--- src/design/smf_pkg.sv ---
// Shared types and constants of the substring mask filter.
package smf_pkg;

    localparam int BYTE_W         = 8;
    localparam int LEN_W          = 5;
    localparam int MASK_W         = 4;
    localparam int PAT_BYTES      = 16;
    localparam int PAT_W          = PAT_BYTES * BYTE_W;
    localparam int LEN_HW_LIMIT   = 16;
    localparam int CFG_IDX_W      = 2;
    localparam int CFG_DATA_W     = 64;

    localparam logic [BYTE_W-1:0] ASTERISK  = 8'd42;
    localparam logic [BYTE_W-1:0] NUL_BYTE  = 8'd0;
    localparam logic [LEN_W-1:0]  LEN_RESET = 5'd1;

    localparam logic [CFG_IDX_W-1:0] CFG_LENGTH = 2'd0;
    localparam logic [CFG_IDX_W-1:0] CFG_LOW    = 2'd1;
    localparam logic [CFG_IDX_W-1:0] CFG_HIGH   = 2'd2;

    typedef struct packed {
        logic step;   // accept the input transaction and run one window step
        logic pop;    // emit and drop the oldest window byte during flush
    } smf_cmd_t;

    typedef struct packed {
        logic out_free;      // result register can load this cycle
        logic remain_after;  // window still holds bytes after this step
        logic last_pop;      // exactly one byte left in the window
    } smf_status_t;

endpackage

--- src/design/smf_byte_if.sv ---
// Input byte channel: valid/ready handshake with data byte and end marker.
interface smf_byte_if
    import smf_pkg::*;
();
    logic              valid;
    logic              ready;
    logic [BYTE_W-1:0] data_byte;
    logic              end_of_stream;

    modport source (output valid, output data_byte, output end_of_stream, input ready);
    modport sink   (input valid, input data_byte, input end_of_stream, output ready);
endinterface

--- src/design/smf_result_if.sv ---
// Result byte channel: valid/ready handshake with filtered byte and last flag.
interface smf_result_if
    import smf_pkg::*;
();
    logic              valid;
    logic              ready;
    logic [BYTE_W-1:0] out_byte;
    logic              out_last;

    modport source (output valid, output out_byte, output out_last, input ready);
    modport sink   (input valid, input out_byte, input out_last, output ready);
endinterface

--- src/design/smf_cfg_if.sv ---
// Configuration write channel: valid/ready handshake with register index and data.
interface smf_cfg_if
    import smf_pkg::*;
();
    logic                  valid;
    logic                  ready;
    logic [CFG_IDX_W-1:0]  reg_index;
    logic [CFG_DATA_W-1:0] write_data;

    modport source (output valid, output reg_index, output write_data, input ready);
    modport sink   (input valid, input reg_index, input write_data, output ready);
endinterface

--- src/design/smf_ctrl.sv ---
// Controller state machine: input acceptance and window flush sequencing.
module smf_ctrl
    import smf_pkg::*;
(
    input  logic        clk,
    input  logic        rst_n,
    input  logic        in_valid,
    input  logic        in_end,
    input  smf_status_t status,
    output logic        in_ready,
    output smf_cmd_t    cmd
);

    typedef enum logic {
        ST_IDLE,
        ST_FLUSH
    } state_t;

    state_t state_reg;
    state_t state_next;

    always_comb
    begin
        in_ready   = (state_reg == ST_IDLE) && status.out_free;
        cmd.step   = in_valid && in_ready;
        cmd.pop    = (state_reg == ST_FLUSH) && status.out_free;
        state_next = state_reg;
        unique case (state_reg)
            ST_IDLE:
            begin
                if (cmd.step && in_end && status.remain_after)
                begin
                    state_next = ST_FLUSH;
                end
            end
            ST_FLUSH:
            begin
                if (cmd.pop && status.last_pop)
                begin
                    state_next = ST_IDLE;
                end
            end
            default:
            begin
                state_next = ST_IDLE;
            end
        endcase
    end

    always_ff @(posedge clk or negedge rst_n)
    begin
        if (!rst_n)
        begin
            state_reg <= ST_IDLE;
        end
        else
        begin
            state_reg <= state_next;
        end
    end

endmodule

--- src/design/smf_datapath.sv ---
// Datapath: pattern registers, byte window, match compare, mask count, result register.
module smf_datapath
    import smf_pkg::*;
#(
    parameter int MAX_PATTERN = 16
)
(
    input  logic              clk,
    input  logic              rst_n,
    input  smf_cmd_t          cmd,
    input  logic [BYTE_W-1:0] in_byte,
    input  logic              in_end,
    output smf_status_t       status,
    smf_result_if.source      result,
    smf_cfg_if.sink           cfg
);

    localparam int CNT_W = $clog2(MAX_PATTERN + 1);
    localparam int LIMIT = (MAX_PATTERN < LEN_HW_LIMIT) ? MAX_PATTERN : LEN_HW_LIMIT;
    localparam logic [LEN_W-1:0] LIMIT_LEN = LEN_W'(LIMIT);

    logic [LEN_W-1:0]  len_cfg_reg;
    logic [LEN_W-1:0]  len_cfg_next;
    logic [PAT_W-1:0]  pat_reg;
    logic [PAT_W-1:0]  pat_next;
    logic [BYTE_W-1:0] win_reg  [MAX_PATTERN];
    logic [BYTE_W-1:0] win_next [MAX_PATTERN];
    logic [CNT_W-1:0]  fill_reg;
    logic [CNT_W-1:0]  fill_next;
    logic [MASK_W-1:0] mask_reg;
    logic [MASK_W-1:0] mask_next;
    logic              term_reg;
    logic              term_next;
    logic              out_valid_reg;
    logic              out_valid_next;
    logic [BYTE_W-1:0] out_byte_reg;
    logic [BYTE_W-1:0] out_byte_next;
    logic              out_last_reg;
    logic              out_last_next;

    logic [LEN_W-1:0]  len5;
    logic [CNT_W-1:0]  active_len;
    logic [BYTE_W-1:0] cand    [MAX_PATTERN];
    logic [BYTE_W-1:0] cand_sh [MAX_PATTERN];
    logic [BYTE_W-1:0] win_sh  [MAX_PATTERN];
    logic [BYTE_W-1:0] pat_byte;
    logic              match;
    logic              full;
    logic              live;
    logic [CNT_W-1:0]  fill_after;
    logic              emit;
    logic              step_emit;

    assign cfg.ready     = 1'b1;
    assign result.valid    = out_valid_reg;
    assign result.out_byte = out_byte_reg;
    assign result.out_last = out_last_reg;

    // Clamp the programmed length to the supported range.
    always_comb
    begin
        if (len_cfg_reg == '0)
        begin
            len5 = LEN_W'(1);
        end
        else if (len_cfg_reg > LIMIT_LEN)
        begin
            len5 = LIMIT_LEN;
        end
        else
        begin
            len5 = len_cfg_reg;
        end
        active_len = CNT_W'(len5);
    end

    // Window with the new byte inserted, and its parallel compare.
    always_comb
    begin
        match = 1'b1;
        for (int i = 0; i < MAX_PATTERN; i++)
        begin
            cand[i] = (fill_reg == CNT_W'(i)) ? in_byte : win_reg[i];
            pat_byte = (i < PAT_BYTES) ? pat_reg[BYTE_W*(i % PAT_BYTES) +: BYTE_W] : NUL_BYTE;
            if ((CNT_W'(i) < active_len) && (cand[i] != pat_byte))
            begin
                match = 1'b0;
            end
        end
        for (int i = 0; i < MAX_PATTERN; i++)
        begin
            cand_sh[i] = (i + 1 < MAX_PATTERN) ? cand[(i + 1) % MAX_PATTERN] : NUL_BYTE;
            win_sh[i]  = (i + 1 < MAX_PATTERN) ? win_reg[(i + 1) % MAX_PATTERN] : NUL_BYTE;
        end
    end

    assign live       = !term_reg && (in_byte != NUL_BYTE);
    assign full       = (CNT_W'(fill_reg + CNT_W'(1)) == active_len);
    assign step_emit  = live && full;
    assign fill_after = (live && !full) ? CNT_W'(fill_reg + CNT_W'(1)) : fill_reg;
    assign emit       = (cmd.step && step_emit) || cmd.pop;

    assign status.out_free     = !out_valid_reg || result.ready;
    assign status.remain_after = (fill_after != '0);
    assign status.last_pop     = (fill_reg == CNT_W'(1));

    always_comb
    begin
        len_cfg_next   = len_cfg_reg;
        pat_next       = pat_reg;
        win_next       = win_reg;
        fill_next      = fill_reg;
        mask_next      = mask_reg;
        term_next      = term_reg;
        out_byte_next  = out_byte_reg;
        out_last_next  = out_last_reg;
        out_valid_next = emit || (out_valid_reg && !result.ready);

        if (cmd.step)
        begin
            if (live)
            begin
                if (full)
                begin
                    win_next = cand_sh;
                end
                else
                begin
                    win_next = cand;
                end
                fill_next = fill_after;
                if (full)
                begin
                    if (mask_reg != '0)
                    begin
                        mask_next = mask_reg - MASK_W'(1);
                    end
                    else if (match)
                    begin
                        mask_next = MASK_W'(active_len - CNT_W'(1));
                    end
                    out_byte_next = ((mask_reg != '0) || match) ? ASTERISK : cand[0];
                    out_last_next = in_end && (fill_after == '0);
                end
            end
            else if (!term_reg)
            begin
                term_next = 1'b1;
            end
            // End of stream: reopen the stream, keep the window for the flush.
            if (in_end)
            begin
                term_next = 1'b0;
                if (fill_after == '0)
                begin
                    mask_next = '0;
                end
            end
        end

        if (cmd.pop)
        begin
            win_next      = win_sh;
            fill_next     = fill_reg - CNT_W'(1);
            out_byte_next = (mask_reg != '0) ? ASTERISK : win_reg[0];
            out_last_next = status.last_pop;
            if (mask_reg != '0)
            begin
                mask_next = mask_reg - MASK_W'(1);
            end
            if (status.last_pop)
            begin
                mask_next = '0;
                term_next = 1'b0;
            end
        end

        if (cfg.valid)
        begin
            unique case (cfg.reg_index)
                CFG_LENGTH:
                begin
                    len_cfg_next = cfg.write_data[LEN_W-1:0];
                    fill_next    = '0;
                    mask_next    = '0;
                    term_next    = 1'b0;
                end
                CFG_LOW:
                begin
                    pat_next[CFG_DATA_W-1:0] = cfg.write_data;
                end
                CFG_HIGH:
                begin
                    pat_next[PAT_W-1:CFG_DATA_W] = cfg.write_data;
                end
                default:
                begin
                end
            endcase
        end
    end

    always_ff @(posedge clk or negedge rst_n)
    begin
        if (!rst_n)
        begin
            len_cfg_reg   <= LEN_RESET;
            pat_reg       <= '0;
            fill_reg      <= '0;
            mask_reg      <= '0;
            term_reg      <= 1'b0;
            out_valid_reg <= 1'b0;
        end
        else
        begin
            len_cfg_reg   <= len_cfg_next;
            pat_reg       <= pat_next;
            fill_reg      <= fill_next;
            mask_reg      <= mask_next;
            term_reg      <= term_next;
            out_valid_reg <= out_valid_next;
        end
    end

    always_ff @(posedge clk)
    begin
        win_reg      <= win_next;
        out_byte_reg <= out_byte_next;
        out_last_reg <= out_last_next;
    end

    // The window never reaches the full length between steps.
    a_fill_below_len: assert property (@(posedge clk) disable iff (!rst_n)
        fill_reg < active_len)
        else $error("window fill reached the pattern length");

    // Bytes still to be masked are always bytes that sit in the window.
    a_mask_within_fill: assert property (@(posedge clk) disable iff (!rst_n)
        int'(mask_reg) <= int'(fill_reg))
        else $error("mask count exceeds window fill");

    // The byte marked last leaves the window empty.
    a_last_empties: assert property (@(posedge clk) disable iff (!rst_n)
        emit && out_last_next |=> (fill_reg == '0) && (mask_reg == '0))
        else $error("window not empty after last byte");

endmodule

--- src/design/substring_mask_filter.sv ---
// Top level of the substring mask filter: channel wiring of controller and datapath.
//
// Bytes enter one per cycle, outside a flush, whenever the result register is
// free or drained in the same cycle; each byte gives at most one result once
// the window holds pattern_length bytes, so the block delays the stream by
// pattern_length - 1 bytes. After the transaction that carries end_of_stream,
// each byte still held in the window (0 to pattern_length - 1) is flushed
// singly through the result register; input is held off meanwhile.
// The pattern is compared against the whole window in parallel. A zero byte
// ends the text: it and later bytes are dropped until end_of_stream. Writing
// pattern_length starts a new stream; pattern byte writes take effect at once.
// Configuration writes are always taken and are meant to arrive while idle.
module substring_mask_filter
    import smf_pkg::*;
#(
    parameter int MAX_PATTERN = 16
)
(
    input  logic         clk,
    input  logic         rst_n,
    smf_byte_if.sink     data,
    smf_result_if.source result,
    smf_cfg_if.sink      cfg
);

    smf_cmd_t    cmd;
    smf_status_t status;
    logic        in_ready;

    // Hold off input while flushing or while a result waits.
    assign data.ready = in_ready;

    smf_ctrl u_ctrl
    (
        .clk      (clk),
        .rst_n    (rst_n),
        .in_valid (data.valid),
        .in_end   (data.end_of_stream),
        .status   (status),
        .in_ready (in_ready),
        .cmd      (cmd)
    );

    smf_datapath #(
        .MAX_PATTERN (MAX_PATTERN)
    ) u_datapath
    (
        .clk     (clk),
        .rst_n   (rst_n),
        .cmd     (cmd),
        .in_byte (data.data_byte),
        .in_end  (data.end_of_stream),
        .status  (status),
        .result  (result),
        .cfg     (cfg)
    );

endmodule

--- src/flat_wrapper.sv ---
// flat-port wrapper written by rule: the top's interface ports become plain ports
module substring_mask_filter_flat import smf_pkg::*;
#(
    parameter int MAX_PATTERN = 16
)
  (clk, rst_n, data_valid, data_data_byte, data_end_of_stream, data_ready, result_valid, result_out_byte, result_out_last, result_ready, cfg_valid, cfg_reg_index, cfg_write_data, cfg_ready);
  smf_byte_if data_i ();
  smf_result_if result_i ();
  smf_cfg_if cfg_i ();
  input  logic clk;
  input  logic rst_n;
  input wire logic [$bits(data_i.valid)-1:0] data_valid;
  input wire logic [$bits(data_i.data_byte)-1:0] data_data_byte;
  input wire logic [$bits(data_i.end_of_stream)-1:0] data_end_of_stream;
  output wire logic [$bits(data_i.ready)-1:0] data_ready;
  output wire logic [$bits(result_i.valid)-1:0] result_valid;
  output wire logic [$bits(result_i.out_byte)-1:0] result_out_byte;
  output wire logic [$bits(result_i.out_last)-1:0] result_out_last;
  input wire logic [$bits(result_i.ready)-1:0] result_ready;
  input wire logic [$bits(cfg_i.valid)-1:0] cfg_valid;
  input wire logic [$bits(cfg_i.reg_index)-1:0] cfg_reg_index;
  input wire logic [$bits(cfg_i.write_data)-1:0] cfg_write_data;
  output wire logic [$bits(cfg_i.ready)-1:0] cfg_ready;
  assign data_i.valid = data_valid;
  assign data_i.data_byte = data_data_byte;
  assign data_i.end_of_stream = data_end_of_stream;
  assign data_ready = data_i.ready;
  assign result_valid = result_i.valid;
  assign result_out_byte = result_i.out_byte;
  assign result_out_last = result_i.out_last;
  assign result_i.ready = result_ready;
  assign cfg_i.valid = cfg_valid;
  assign cfg_i.reg_index = cfg_reg_index;
  assign cfg_i.write_data = cfg_write_data;
  assign cfg_ready = cfg_i.ready;
  substring_mask_filter #(.MAX_PATTERN(MAX_PATTERN)) u_core (.clk(clk), .rst_n(rst_n), .data(data_i), .result(result_i), .cfg(cfg_i));
endmodule
--- config.mk ---
export PLATFORM = sky130hd
export DESIGN_NAME = substring_mask_filter_flat
export DESIGN_NICKNAME = d
export VERILOG_FILES = /design/src/design/smf_pkg.sv /design/src/design/smf_byte_if.sv /design/src/design/smf_result_if.sv /design/src/design/smf_cfg_if.sv /design/src/design/smf_ctrl.sv /design/src/design/smf_datapath.sv /design/src/design/substring_mask_filter.sv /design/src/flat_wrapper.sv
export SDC_FILE = /design/constraint.sdc
export NUM_CORES = 1
export LEC_CHECK = 0
export ABC_AREA = 0
export BUFFER_PORTS_ARGS = -buffer_cell sky130_fd_sc_hd__buf_2
export CAP_MARGIN = 20
export CORE_MARGIN = 2
export CORE_UTILIZATION = 55
export DETAILED_ROUTE_END_ITERATION = 12
export GPL_ROUTABILITY_DRIVEN = 0
export PLACE_DENSITY = 0.8
export SLEW_MARGIN = 10
export SYNTH_ARGS = -nofsm -noshare
export SYNTH_HDL_FRONTEND = slang
export SYNTH_HIERARCHICAL = 1
export SYNTH_SLANG_ARGS = --single-unit
--- constraint.sdc ---
create_clock -name clk -period 10.82 [get_ports clk]
set_input_delay 1.082 -clock clk [delete_from_list [all_inputs] [get_ports clk]]
set_output_delay 1.082 -clock clk [all_outputs]
set_load 0.02 [all_outputs]
==> metrics <==
starting utilization of the core area=56.0%; Skew-Pair Late Insertion Delay=580 ps; most used flip-flop cell after synthesis=dfrtp_1; setup total negative slack=0 ps; crit path cell chain=inv_1 > ha_1 > nor4bb_4 > mux2i_1 > a22o_1 > a211oi_1 > nand4_1 > o41a_1 > or4_1 > nor3_2 > nor3_1; Achievable Freq=0.203 GHz; number of fill cells=2514; Post-synth EDFFs=129; fin nets=1881; Pwr Density=263 mW/mm^2; CTS tree=built; Slowest Stage Delay on Critical Path=890 ps; count of port buffers added during placement=90; part of the cycle the worst path needs=45.6%; time the final worst path needs with I/O delays and setup=4930 ps; antenna viol nets, final=0; peak supply drop=0.168 mV; PnR worst setup slack=5890 ps; Hold/Removal Path Class=input pin to asynchronous set/reset pin; global-route wire length before repair=84400 um; leakage dissipation=7.46 nW; standard-cell rows=65; number of hold violations in the final report=0; cell family with most CP delay=simple AND/OR/NAND/NOR gates; Async S/R FF share, synth=51.4%; required arrival time at the worst endpoint=11140 ps; post-layout instance area=0.0194 sq mm; antenna cell count=0; Placed Instance Area=0.0184 sq mm; count of pins over their slew limit=0; placeable core area=0.0316 sq mm; Setup Viol. Count Final=0; I/O pin total=92; total standard cell area after synthesis=0.0177 sq mm; layout cells sized above 1=19.1%; critical path class=flip-flop to flip-flop; sequential cell area fraction in the yosys report=43.3%; largest net degree at the start of global routing=95; vias after detailed routing=15556; Critical Path Fanout Max=16; CTS max path bufs=3; sort of element at the start of the critical path=flip-flop; number of clock sinks seen by CTS=282; synthesized area divided by synthesized cell count=9.90 sq um; HPWL reported at the end of detailed placement=35900 um; Die H=183 um; Post-Place Worst Slack=5890 ps; 1st-pass router iterations=6; Worst Tran Pin Value=1060 ps; type of element capturing the critical path=flip-flop; cts bufs inserted=31; number of antenna violations at the first check in global routing=0; run status=finished clean; total overflow reported by the global router=0; Max-slew headroom=29.5%; via count of the first global-routing pass=14738; hold buffer count at CTS=0; unrepaired setup endpoints after global routing=false; H-tree depth reported by CTS=1; Total Wirelength=55100 um; synth-to-layout area growth=9.47%; Clk Tree Root Cell=clkbuf_16; Avg WL per Cell=24.8 um; flip-flop and latch count after synthesis=282; Synth warnings=6; initial DRC count=2434; worst clock skew=19.1 ps; total routing usage reported by global routing=32.1%; Worst-path clk slew=70 ps; Post-Synthesis Net Count=1878; post-detailed-route via-to-cell ratio=7.01; number of cells produced by synthesis=1789; arrival time at the worst endpoint=5250 ps; die width=183 um; Remaining DRCs=0; number of maximum-capacitance constraint violations=0; post-CTS setup-driven buffer insertion count=0; total die area=0.0336 sq mm; sum of buffers and inverters on the critical path=1; worst-path cell with the longest stage delay=nor4bb_4; Resized Gates After CTS=0; number of distinct library cells after synthesis=83
## cell usage in the layout, fill, tap and decap left out, drive strengths merged, types with 8 or more instances in the layout
master   Yosys  layout
nand2      190     190
dfrtp      144     144
mux2       134     134
edfxtp     129     129
o21ai      116     116
buf         23     114
nor2       102     102
xnor2       75      75
xor2        75      75
mux2i       57      57
inv         53      55
a21oi       51      51
clkbuf     122      46
nor3        44      44
a32o        38      38
a211oi      29      29
nor2b       28      28
o211ai      26      26
o22a        26      26
nand2b      25      25
o221a       24      24
nand3       20      20
nor4        19      19
o2111ai     16      16
nand4       15      15
or3         14      14
o31ai       13      13
clkinv       2      13
o311ai      12      12
o22ai       11      11
o221ai      10      10
a2111oi     10      10
a221oi       9       9
a22oi        9       9
ha           9       9
a31oi        8       8
dfxtp        8       8
## layer usage
metal  GRT usage (%)  vias to the layer above  routed length, um
met5               0                        -                  0
met4            14.0                        0               2660
met2            49.4                     1224              24400
met1            44.5                     7443              21000
li1                -                     6669                  -
met3            5.73                      220               7010
## path summary, 6_finish.rpt
check | startpoint | end | slack (ps) | cells past startpoint
max | u_core/u_datapath/fill_reg[0] | u_core/u_datapath/result.out_byte[7] | 5890 | 11
min | rst_n | u_core/u_datapath/result.valid | 510 | 1
max reg2reg | u_core/u_datapath/fill_reg[0] | u_core/u_datapath/result.out_byte[7] | 5890 | 11
min reg2reg | u_core/u_datapath/win_reg[1] | u_core/u_datapath/win_reg[1] | 530 | 2
max in group asynchronous | rst_n | u_core/u_datapath/pat_reg[69] | 8850 | 2
min in group clk | u_core/u_datapath/win_reg[1] | u_core/u_datapath/win_reg[1] | 530 | 2
## cell families after synthesis
family	share of synthesized area (%)
AO/OA/AOI/OAI	18.7
XOR/XNOR	7.42
adder cells (fa/ha/maj)	0.636
buffers and inverters	4.37
flip-flops	43.3
multiplexers	11.7
other	0.0212
AND/OR/NAND/NOR	13.9
## cell usage after synthesis (all sizes together), types with 10 or more instances
cell / n / area share (%)
a21oi: 51 / 1.5
xnor2: 75 / 3.7
mux2i: 57 / 3.2
o311ai: 12 / 0.59
nor2b: 28 / 1.0
nand3: 20 / 0.57
clkbuf: 122 / 2.6
nor4: 19 / 0.67
o21ai: 116 / 3.3
nand4: 15 / 0.53
nand2: 190 / 4.0
a2111oi: 10 / 0.53
mux2: 134 / 8.5
nor2: 102 / 2.2
o211ai: 26 / 1.1
inv: 53 / 1.1
nor3: 44 / 1.3
xor2: 75 / 3.7
a211oi: 29 / 1.2
buf: 23 / 0.61
edfxtp: 129 / 22
o22a: 26 / 1.3
or3: 14 / 0.49
o2111ai: 16 / 0.79
dfrtp: 144 / 20
o22ai: 11 / 0.39
nand2b: 25 / 0.88
a32o: 38 / 2.1
o31ai: 13 / 0.55
o221ai: 10 / 0.49
o221a: 24 / 1.5
## area by class of cell
type	instances	area [sq um]	share of cell area, %
clock buffers	45	942	4.86
clock inverters	13	76.3	0.394
inverters	55	206	1.06
multi-input cells	1307	9350	48.2
flip-flops and latches	282	7660	39.5
well taps	402	503	2.59
repair buffers	115	642	3.31
## per-stage QoR
stage	instances	hold slack, ps	total power (W)	utilization (%)
after floorplan	1789	479	0.00335	-
after global placement	2159	495	0.00388	58.0
after detailed placement	2159	517	0.00395	58.0
after CTS	2217	530	0.00502	61.2
after global routing	2219	567	0.00532	61.3
final	2219	508	0.00510	61.3
## report_power, final
part	total (W)	switching (W)	internal, W	leakage [nW]
combinational	0.00190	0.00114	0.000762	3.84
clock	0.00105	0.000448	0.000604	0.512
sequential	0.00215	0.000525	0.00162	3.11
total	0.00510	0.00211	0.00299	7.46
Power figures use the tool's default switching activity.
